`src/rtl/spd_pkg.sv`:
```
package spd_pkg;

    localparam int BYTE_W = 8;
    localparam int SUM_W  = 16;
    localparam int POS_W  = 8;
    localparam int LEN_W  = 9;
    localparam int CODE_W = 2;

    localparam logic [BYTE_W-1:0] HDR_FIRST  = 8'hEF;
    localparam logic [BYTE_W-1:0] HDR_SECOND = 8'h01;
    localparam logic [SUM_W-1:0]  BASE_MAX_LEN = 16'd32;
    localparam logic [SUM_W-1:0]  MIN_LEN      = 16'd2;
    localparam logic [LEN_W-1:0]  SUM_BYTES    = 9'd2;
    localparam logic [POS_W-1:0]  LAST_ADDR_POS = 8'd3;
    localparam logic [CODE_W-1:0] CODE_RESET   = 2'd2;

    typedef enum logic [7:0] {
        PH_HUNT1 = 8'b0000_0001,
        PH_HUNT2 = 8'b0000_0010,
        PH_ADDR  = 8'b0000_0100,
        PH_ID    = 8'b0000_1000,
        PH_LENHI = 8'b0001_0000,
        PH_LENLO = 8'b0010_0000,
        PH_DATA  = 8'b0100_0000,
        PH_SUM   = 8'b1000_0000
    } t_phase;

endpackage

```
`src/rtl/spd_if.sv`:
```
interface spd_rx_if import spd_pkg::*; ();
    logic              valid;
    logic              ready;
    logic [BYTE_W-1:0] rx_byte;

    modport source (output valid, output rx_byte, input ready);
    modport sink   (input valid, input rx_byte, output ready);
endinterface

interface spd_res_if import spd_pkg::*; ();
    logic              valid;
    logic              ready;
    logic [BYTE_W-1:0] out_byte;
    logic              payload_valid;
    logic [BYTE_W-1:0] payload_index;
    logic [BYTE_W-1:0] packet_id;
    logic              frame_end;
    logic              checksum_ok;
    logic              length_error;

    modport source (output valid, output out_byte, output payload_valid,
                    output payload_index, output packet_id, output frame_end,
                    output checksum_ok, output length_error, input ready);
    modport sink   (input valid, input out_byte, input payload_valid,
                    input payload_index, input packet_id, input frame_end,
                    input checksum_ok, input length_error, output ready);
endinterface

```
`src/rtl/sensor_packet_deframer.sv`:
```
// Input beats wait in the input register, result beats in the result register.
// Throughput: one input beat per cycle while results are taken; the parse step
// is one 16-bit add and compare between the input and result registers.
// Reset (synchronous, active low): hunting for the first header byte, all
// counters and sums zero, maximum length code 2, both registers empty.
module sensor_packet_deframer import spd_pkg::*; (
    input  logic              i_clk,
    input  logic              i_rst_n,
    input  logic              i_cfg_we,
    input  logic [CODE_W-1:0] i_cfg_wdata,
    spd_rx_if.sink            i_rx,
    spd_res_if.source         o_res
);

    logic [CODE_W-1:0] r_code;

    logic              r_in_valid;
    logic [BYTE_W-1:0] r_in_byte;

    t_phase            r_phase, n_phase;
    logic [POS_W-1:0]  r_pos, n_pos;
    logic [BYTE_W-1:0] r_id, n_id;
    logic [BYTE_W-1:0] r_len_hi, n_len_hi;
    logic [LEN_W-1:0]  r_len, n_len;
    logic [SUM_W-1:0]  r_sum, n_sum;
    logic [BYTE_W-1:0] r_sum_hi, n_sum_hi;

    logic              r_out_valid;
    logic [BYTE_W-1:0] r_out_byte, n_out_byte;
    logic              r_pv, n_pv;
    logic [BYTE_W-1:0] r_idx, n_idx;
    logic [BYTE_W-1:0] r_out_id;
    logic              r_fe, n_fe;
    logic              r_ok, n_ok;
    logic              r_le, n_le;
    logic              n_emit;

    logic              proceed;
    logic [SUM_W-1:0]  full_len;
    logic [SUM_W-1:0]  limit;
    logic [LEN_W-1:0]  pos_next;

    assign proceed     = r_in_valid && (!r_out_valid || o_res.ready);
    assign i_rx.ready  = !r_in_valid || proceed;
    assign full_len    = {r_len_hi, r_in_byte};
    assign limit       = BASE_MAX_LEN << r_code;
    assign pos_next    = {1'b0, r_pos} + LEN_W'(1);

    always_comb begin
        n_phase    = r_phase;
        n_pos      = r_pos;
        n_id       = r_id;
        n_len_hi   = r_len_hi;
        n_len      = r_len;
        n_sum      = r_sum;
        n_sum_hi   = r_sum_hi;
        n_emit     = 1'b0;
        n_out_byte = '0;
        n_pv       = 1'b0;
        n_idx      = '0;
        n_fe       = 1'b0;
        n_ok       = 1'b0;
        n_le       = 1'b0;
        unique case (r_phase)
            PH_HUNT1: begin
                if (r_in_byte == HDR_FIRST) begin
                    n_phase = PH_HUNT2;
                end
            end
            PH_HUNT2: begin
                if (r_in_byte == HDR_SECOND) begin
                    n_phase = PH_ADDR;
                    n_pos   = '0;
                end else begin
                    n_phase = PH_HUNT1;
                end
            end
            PH_ADDR: begin
                if (r_pos == LAST_ADDR_POS) begin
                    n_pos   = '0;
                    n_phase = PH_ID;
                end else begin
                    n_pos = r_pos + POS_W'(1);
                end
            end
            PH_ID: begin
                n_id    = r_in_byte;
                n_phase = PH_LENHI;
            end
            PH_LENHI: begin
                n_len_hi = r_in_byte;
                n_phase  = PH_LENLO;
            end
            PH_LENLO: begin
                n_pos = '0;
                if (full_len < MIN_LEN || full_len > limit) begin
                    n_phase = PH_HUNT1;
                    n_emit  = 1'b1;
                    n_le    = 1'b1;
                end else begin
                    n_len   = full_len[LEN_W-1:0];
                    n_sum   = {{(SUM_W-BYTE_W){1'b0}}, r_id} + full_len;
                    n_phase = (full_len == MIN_LEN) ? PH_SUM : PH_DATA;
                end
            end
            PH_DATA: begin
                n_emit     = 1'b1;
                n_out_byte = r_in_byte;
                n_pv       = 1'b1;
                n_idx      = r_pos;
                n_sum      = r_sum + {{(SUM_W-BYTE_W){1'b0}}, r_in_byte};
                if (pos_next >= r_len - SUM_BYTES) begin
                    n_pos   = '0;
                    n_phase = PH_SUM;
                end else begin
                    n_pos = pos_next[POS_W-1:0];
                end
            end
            PH_SUM: begin
                if (r_pos == '0) begin
                    n_sum_hi = r_in_byte;
                    n_pos    = POS_W'(1);
                end else begin
                    n_emit  = 1'b1;
                    n_fe    = 1'b1;
                    n_ok    = ({r_sum_hi, r_in_byte} == r_sum);
                    n_pos   = '0;
                    n_phase = PH_HUNT1;
                end
            end
            default: begin
                n_phase = PH_HUNT1;
                n_pos   = '0;
            end
        endcase
    end

    always_ff @(posedge i_clk) begin
        if (!i_rst_n) begin
            r_code      <= CODE_RESET;
            r_in_valid  <= 1'b0;
            r_phase     <= PH_HUNT1;
            r_pos       <= '0;
            r_id        <= '0;
            r_len_hi    <= '0;
            r_len       <= '0;
            r_sum       <= '0;
            r_sum_hi    <= '0;
            r_out_valid <= 1'b0;
        end else begin
            if (i_cfg_we) begin
                r_code <= i_cfg_wdata;
            end
            if (i_rx.valid && i_rx.ready) begin
                r_in_valid <= 1'b1;
            end else if (proceed) begin
                r_in_valid <= 1'b0;
            end
            if (proceed) begin
                r_phase     <= n_phase;
                r_pos       <= n_pos;
                r_id        <= n_id;
                r_len_hi    <= n_len_hi;
                r_len       <= n_len;
                r_sum       <= n_sum;
                r_sum_hi    <= n_sum_hi;
                r_out_valid <= n_emit;
            end else if (o_res.ready) begin
                r_out_valid <= 1'b0;
            end
        end
    end

    always_ff @(posedge i_clk) begin
        if (i_rx.valid && i_rx.ready) begin
            r_in_byte <= i_rx.rx_byte;
        end
        if (proceed) begin
            r_out_byte <= n_out_byte;
            r_pv       <= n_pv;
            r_idx      <= n_idx;
            r_out_id   <= n_id;
            r_fe       <= n_fe;
            r_ok       <= n_ok;
            r_le       <= n_le;
        end
    end

    assign o_res.valid         = r_out_valid;
    assign o_res.out_byte      = r_out_byte;
    assign o_res.payload_valid = r_pv;
    assign o_res.payload_index = r_idx;
    assign o_res.packet_id     = r_out_id;
    assign o_res.frame_end     = r_fe;
    assign o_res.checksum_ok   = r_ok;
    assign o_res.length_error  = r_le;

endmodule
```
`src/flat_wrapper.sv`:
```
// flat-port wrapper written by rule: the top's interface ports become plain ports
module sensor_packet_deframer_flat import spd_pkg::*;
  (i_clk, i_rst_n, i_cfg_we, i_cfg_wdata, i_rx_valid, i_rx_rx_byte, i_rx_ready, o_res_valid, o_res_out_byte, o_res_payload_valid, o_res_payload_index, o_res_packet_id, o_res_frame_end, o_res_checksum_ok, o_res_length_error, o_res_ready);
  spd_rx_if i_rx_i ();
  spd_res_if o_res_i ();
  input  logic i_clk;
  input  logic i_rst_n;
  input  logic i_cfg_we;
  input  logic [CODE_W-1:0] i_cfg_wdata;
  input wire logic [$bits(i_rx_i.valid)-1:0] i_rx_valid;
  input wire logic [$bits(i_rx_i.rx_byte)-1:0] i_rx_rx_byte;
  output wire logic [$bits(i_rx_i.ready)-1:0] i_rx_ready;
  output wire logic [$bits(o_res_i.valid)-1:0] o_res_valid;
  output wire logic [$bits(o_res_i.out_byte)-1:0] o_res_out_byte;
  output wire logic [$bits(o_res_i.payload_valid)-1:0] o_res_payload_valid;
  output wire logic [$bits(o_res_i.payload_index)-1:0] o_res_payload_index;
  output wire logic [$bits(o_res_i.packet_id)-1:0] o_res_packet_id;
  output wire logic [$bits(o_res_i.frame_end)-1:0] o_res_frame_end;
  output wire logic [$bits(o_res_i.checksum_ok)-1:0] o_res_checksum_ok;
  output wire logic [$bits(o_res_i.length_error)-1:0] o_res_length_error;
  input wire logic [$bits(o_res_i.ready)-1:0] o_res_ready;
  assign i_rx_i.valid = i_rx_valid;
  assign i_rx_i.rx_byte = i_rx_rx_byte;
  assign i_rx_ready = i_rx_i.ready;
  assign o_res_valid = o_res_i.valid;
  assign o_res_out_byte = o_res_i.out_byte;
  assign o_res_payload_valid = o_res_i.payload_valid;
  assign o_res_payload_index = o_res_i.payload_index;
  assign o_res_packet_id = o_res_i.packet_id;
  assign o_res_frame_end = o_res_i.frame_end;
  assign o_res_checksum_ok = o_res_i.checksum_ok;
  assign o_res_length_error = o_res_i.length_error;
  assign o_res_i.ready = o_res_ready;
  sensor_packet_deframer u_core (.i_clk(i_clk), .i_rst_n(i_rst_n), .i_cfg_we(i_cfg_we), .i_cfg_wdata(i_cfg_wdata), .i_rx(i_rx_i), .o_res(o_res_i));
endmodule
```
`config.mk`:
```
export PLATFORM = sky130hd
export DESIGN_NAME = sensor_packet_deframer_flat
export DESIGN_NICKNAME = d
export VERILOG_FILES = /design/src/rtl/spd_pkg.sv /design/src/rtl/spd_if.sv /design/src/rtl/sensor_packet_deframer.sv /design/src/flat_wrapper.sv
export SDC_FILE = /design/constraint.sdc
export NUM_CORES = 1
export LEC_CHECK = 0
export ABC_AREA = 1
export BUFFER_PORTS_ARGS = -buffer_cell sky130_fd_sc_hd__buf_2
export CAP_MARGIN = 30
export CORE_MARGIN = 2
export CORE_UTILIZATION = 35
export CTS_BUF_LIST = sky130_fd_sc_hd__clkbuf_16
export CTS_CLUSTER_DIAMETER = 200
export DETAILED_ROUTE_END_ITERATION = 12
export SYNTH_ARGS = -nofsm -noshare
export SYNTH_HDL_FRONTEND = slang
export SYNTH_SLANG_ARGS = --single-unit
```
`constraint.sdc`:
```
create_clock -name i_clk -period 5.7 [get_ports i_clk]
set_input_delay 0.285 -clock i_clk [delete_from_list [all_inputs] [get_ports i_clk]]
set_output_delay 0.285 -clock i_clk [all_outputs]
set_load 0.01 [all_outputs]
```
==> results.yml, run 1 <==
critical_path:
  arrival_ns: 3.02
  cp_data_required_time_ns: 5.95
  crit_path_start_kind: "register"
  crit_fanout: 8
  crit_type: "reg -> reg"
  cp-end-kind: "register"
synth:
  synthDistinctLibCells: 45
  avgSynthCellArea_sq_um: 7.30
  synth_top_area_share_pct: 22.7
  yosys_most_used_dff: "dfxtp_1"
  synthAdderAreaFrac_pct: 7.24
  synth_seq_cells: 105
  synth_top_family_by_area: "simple AND/OR/NAND/NOR gates"
  yosys.area_share.simple_pct: 30.3
  yosysMostFrequentCell: "nand2_1"
  synthXorXnorAreaFrac_pct: 2.73
  synth-async-reset-ratio_pct: 0
  yosysTopAreaCell: "dfxtp_1"
  syn_area_sq_um: 6090
  ys_top_cells_by_area: "dfxtp_1 (23%), edfxtp_1 (18%), nand2_1 (12%)"
  muxShareOfSynthArea_pct: 0.164
  syn_nets: 883
  yosysSeqAreaShare_pct: 40.5
  ys_top_cells_by_count: "nand2_1 (195), nor2_1 (135), inv_1 (93)"
  ys.warnings.count: 0
  synth_compound_area_share_pct: 11.2
  synthCells: 834
  synth_edf_count: 36
floorplanning:
  dieWidth_um: 136
  die_area_sq_um: 18500
  rows: 48
  io_pins: 45
  die_y_um: 136
  start_util_pct: 35.4
  core_sq_um: 17200
power_and_ir_drop:
  p_seq_share_pct: 48.4
  switchingPower_uw: 482
  p_per_area_nw_per_um2: 250
  ir_drop_uv: 158
  p_leak_nw: 3.21
  p_total_mw: 1.70
  comb_power_share_pct: 13.4
  p_sw_share_pct: 28.4
  intPower_mw: 1.21
  p_clk_share_pct: 38.2
global_route:
  grt_pass1_wl_mm: 24.8
  first_global_vias: 4993
  grt_use_met1_pct: 23.3
  track_usage_pct: 17.2
  antenna_found_initial: 0
  use_met2_pct: 28.1
  top_usage_layer: "met2"
  globalRouteMet3Util_pct: 4.06
  grt_max_degree: 43
  grt.overflow.total: 0
clocking:
  ctsHoldBuffers: 0
  h-tree-depth: 3
  clock_latency_ns: 0.36
  clk_root_buffer_cell: "clkbuf_16"
  cts_buffer_depth: 2
  cts.repair.resized: 0
  numCtsBuffers: 9
  cts_tree: "built"
  clkTransAtPathRegs_ns: 0.08
  postCtsSetupBuffers: 0
  clock_sinks: 105
sta:
  setup_tns_ns: 0
  setup_violations: 0
  period_needed_ns: 2.77
  rsz0062_at_grt: "false"
  relSlewSlack_pct: 50.8
  max_freq_mhz: 361
  finClkSkew_ns: 0.00947
  period_share_pct: 48.5
  worstMarginPinSlew_ns: 0.736
  hold_violations: 0
  slew_viol_final: 0
  fin_ws_ns: 2.93
run:
  cap_violations: 0
routing:
  viasPerCell: 4.89
  routedWlPerCell_um: 13.8
  firstDrtPassIters: 5
  drc: 0
  ant_nets: 0
  drt_iter0_markers: 307
  totalWireLength_mm: 15.2
  num_vias: 5370
placed_design:
  routabilityCongestion: 0.821
  portBuffers: 44
  post-place-ws_ns: 2.92
  dp_hpwl_mm: 11.0
min_path:
  hp-class: "in -> reg"
status:
  status: "completed"
finish:
  antenna_cells: 0
  syn2layout_area_growth_pct: 11.6
  nets: 918
  layout-drive-gt1-share_pct: 9.61
[final cells by class]
type                            instances  area, sq um
Clock buffer                            9          225
Clock inverter                          7         77.6
Fill cell                            1843        10400
Inverter                               98          370
Multi-Input combinational cell        610         3150
Sequential cell                       105         2460
Tap cell                              225          282
Timing Repair Buffer                   45          228
[power by group through the flow]
| stage | Sequential (mW) | Clock (mW) | Combinational, mW |
|---|---|---|---|
| detailed placement | 0.838 | 0 | 0.227 |
| global route | 0.824 | 0.687 | 0.258 |
| global placement | 0.838 | 0 | 0.227 |
| finish | 0.821 | 0.648 | 0.228 |
| floorplan | 0.832 | 0 | 0.167 |
| CTS | 0.821 | 0.659 | 0.228 |
[critical path, stage by stage (launching register included)]
cell      delay (ns)
dfxtp_1         0.38
inv_1           0.11
nor3_1          0.38
nand4_1         0.20
o21ai_0         0.19
nand2_1         0.10
ha_1            0.28
nand2_1         0.06
nor2_1          0.15
nand2_1         0.07
nor2_1          0.14
nand3b_1        0.18
nand3_2         0.18
o21ai_0         0.20
a21oi_1         0.05
[routing by layer]
layer  up-vias  wire [um]
met5         -          0
met4         0        114
met3         5        800
met2       106       6880
met1      2471       7380
li1       2788          -
[sequential cells by signal (all words and copies together) (netlist names)]
| signal | count |
|---|---|
| u_core.o_res.checksum_ok | 1 |
| u_core.o_res.frame_end | 1 |
| u_core.o_res.length_error | 1 |
| u_core.o_res.out_byte | 8 |
| u_core.o_res.packet_id | 8 |
| u_core.o_res.payload_index | 8 |
| u_core.o_res.payload_valid | 1 |
| u_core.o_res.valid | 1 |
| u_core.r_code | 2 |
| u_core.r_id | 8 |
| u_core.r_in_byte | 8 |
| u_core.r_in_valid | 1 |
| u_core.r_len | 9 |
| u_core.r_len_hi | 8 |
| u_core.r_phase | 8 |
| u_core.r_pos | 8 |
| u_core.r_sum | 16 |
| u_core.r_sum_hi | 8 |
[placed cells by master, fill, tap and decap left out, types with 3 or more instances in the layout]
| cell type | netlist | routed |
|---|---|---|
| inv_2 | 3 | 3 |
| nand4_1 | 17 | 17 |
| nor3_1 | 5 | 5 |
| edfxtp_1 | 36 | 36 |
| clkbuf_16 | 0 | 9 |
| buf_2 | 8 | 44 |
| xor2_1 | 9 | 9 |
| nand2_4 | 3 | 3 |
| nand2_2 | 3 | 3 |
| dfxtp_1 | 69 | 69 |
| ha_1 | 32 | 32 |
| xnor2_1 | 10 | 10 |
| inv_1 | 93 | 94 |
| a21oi_1 | 64 | 64 |
| nand3_1 | 46 | 46 |
| o21ai_0 | 57 | 57 |
| nand2_1 | 195 | 195 |
| nor2_1 | 135 | 135 |
| nor2_2 | 6 | 6 |
| nand3b_1 | 3 | 3 |
[metrics by stage]
stage	cells	cell area [sq um]	utilization, %	hold WS, ns
final	1099	6790	39.5	0.0964
after global routing	1099	6790	39.5	0.0891
after CTS	1099	6790	39.5	0.0919
after detailed placement	1083	6490	37.8	0.462
after global placement	1083	6490	37.8	0.456
after floorplan	834	6090	-	0.384
[worst paths after layout]
| check | from | endpoint | slack, ns | cells past startpoint |
|---|---|---|---|---|
| setup / recovery | u_core.r_pos[0] | u_core.r_phase[3] | 2.93 | 14 |
| hold / removal | i_rx_rx_byte[5] | u_core.r_in_byte[5] | 0.1 | 1 |
| setup reg to reg | u_core.r_pos[0] | u_core.r_phase[3] | 2.93 | 14 |
| hold reg to reg | u_core.r_sum[0] | u_core.r_sum[0] | 0.47 | 2 |
[kinds of logic (layout without fill, tap and decap cells)]
family | count (synthesis) | in the layout
adder cells (fa/ha/maj) | 34 | 34
AO/OA/AOI/OAI | 130 | 130
flip-flops | 105 | 105
multiplexers | 1 | 1
buffers and inverters | 119 | 159
XOR/XNOR | 19 | 19
AND/OR/NAND/NOR | 426 | 426
No activity file was read; power rests on OpenSTA's default activity.
==> run 2, diff against run 1 <==
==> constraint.sdc (replaced) <==
create_clock -name i_clk -period 2.82 [get_ports i_clk]
set_input_delay 0.141 -clock i_clk [delete_from_list [all_inputs] [get_ports i_clk]]
set_output_delay 0.141 -clock i_clk [all_outputs]
set_load 0.01 [all_outputs]
==> run 2 against run 1 <==
Effect of this change:
- final area up 2.5%
- largest power group unchanged
- critical endpoint unchanged
- die area unchanged
- largest cell class unchanged
- critical path depth unchanged
==> results.yml, run 2 (synthesis gave the netlist of run 1 again) <==
power_and_ir_drop:
  p_total_mw: 3.38
  p_per_area_nw_per_um2: 485
  p_leak_nw: 3.29
  ir_drop_uv: 353
status:
  status: "completed"
clocking:
  postCtsSetupBuffers: 0
  clk_root_buffer_cell: "clkbuf_16"
  cts_tree: "built"
  clock_sinks: 105
  numCtsBuffers: 9
  cts_buffer_depth: 2
  clock_latency_ns: 0.36
  clkTransAtPathRegs_ns: 0.08
  h-tree-depth: 3
min_path:
  hp-class: "in -> reg"
finish:
  antenna_cells: 0
  top_regs: "u_core.r_sum: 16 flops, u_core.r_len: 9 flops"
  utilization_pct: 40.5
  largest_reg_flops: 16
  mostFrequentLayoutCells: "nand2_1 (195), nor2_1 (135), inv_1 (93), dfxtp_1 (69), a21oi_1 (64)"
  regMostFlops: "u_core.r_sum"
  final_common_cell: "nand2_1"
  syn2layout_area_growth_pct: 14.4
  layout-drive-gt1-share_pct: 10.9
  fillers: 1818
  layoutNonFillerInstCount: 1119
  nets: 938
  finalInstanceArea_sq_um: 6960
floorplanning:
  start_util_pct: 35.4
  dieWidth_um: 136
  rows: 48
  die_area_sq_um: 18500
  core_sq_um: 17200
  io_pins: 45
  die_y_um: 136
critical_path:
  crit_path_start_kind: "register"
  crit_buf_inv: 1
  cp-end-kind: "register"
  cpPeakStageDelay_ns: 0.37
  crit_fanout: 8
  crit_chain: "inv_1 -> nor3_2 -> nand4_1 -> o21ai_0 -> nand2_1 -> ha_1 -> nand2_1 -> nor2_1 -> nand2_1 -> nor2_1 -> nand3b_1 -> nand3_2 -> o21ai_0 -> a21oi_1"
  cp_slowest_cell: "dfxtp_1"
  crit_top_cell: "nand2_1"
  crit_family: "simple AND/OR/NAND/NOR gates"
  arrival_ns: 2.79
  crit_type: "reg -> reg"
  cp_data_required_time_ns: 3.07
global_route:
  grt.overflow.total: 0
  track_usage_pct: 17.2
  grt_pass1_wl_mm: 24.9
  grt_max_degree: 42
  first_global_vias: 5040
  antenna_found_initial: 0
sta:
  finClkSkew_ns: 0.00927
  rsz0062_at_grt: "false"
  period_share_pct: 89.9
  setup_violations: 0
  max_freq_mhz: 395
  period_needed_ns: 2.53
  relSlewSlack_pct: 58.7
  worstMarginPinSlew_ns: 0.619
  setup_tns_ns: 0
  fin_ws_ns: 0.285
  slew_viol_final: 0
  hold_violations: 0
  holdWs_ns: 0.00984
run:
  cap_violations: 0
routing:
  num_vias: 5344
  drt_iter0_markers: 288
  routedWlPerCell_um: 13.4
  viasPerCell: 4.78
  firstDrtPassIters: 5
  totalWireLength_mm: 15.0
  drc: 0
  ant_nets: 0
placed_design:
  place_area_sq_um: 6570
  portBuffers: 44
  place_inst: 1094
  routabilityCongestion: 0.879
  post-place-ws_ns: 0.216
  dp_hpwl_mm: 10.9
-- run 2: cell count changes in the layout (fill, tap and decap cells not counted), moves of 2 or more --
cell	previous run	this run
buf_4	1	12
clkinv_4	0	2
dlygate4sd3_1	0	9
nor3_1	5	3
nor3_2	0	2
-- run 2: cell type report --
type | count | area, sq um | area share [%]
flip-flops and latches | 105 | 2460 | 35.4
repair buffers | 65 | 400 | 5.75
well taps | 225 | 282 | 4.04
clock inverters | 7 | 60.1 | 0.863
multi-input cells | 610 | 3160 | 45.4
clock buffers | 9 | 225 | 3.24
inverters | 98 | 370 | 5.32
-- run 2: timing repair --
item | CTS | global route
setup endpoints to repair | 0 | 9
hold buffers | 9 | 0
gates resized for setup | 0 | 4
endpoints found under the hold margin | 9 | 0
-- run 2: worst paths after layout --
| kind | from | cells past startpoint | end | slack, ns |
|---|---|---|---|---|
| hold reg to reg | u_core.r_sum[4] | 2 | u_core.r_sum[4] | 0.47 |
| setup / recovery | u_core.r_pos[0] | 14 | u_core.r_phase[3] | 0.29 |
| setup reg to reg | u_core.r_pos[0] | 14 | u_core.r_phase[3] | 0.29 |
| hold / removal | i_cfg_we | 2 | u_core.r_code[1] | 0.01 |
-- run 2: routing by layer --
metal / track usage [%] / wire length (um) / up-vias
li1: - / - / 2826
met2: 27.6 / 6680 / 101
met4: 4.98 / 227 / 0
met3: 2.72 / 479 / 16
met5: 0 / 0 / -
met1: 23.8 / 7620 / 2401
-- run 2: report_power, final --
part	switching [mW]	internal, mW
Sequential	0.0473	1.61
Combinational	0.323	0.165
Clock	0.615	0.616
Total	0.986	2.39
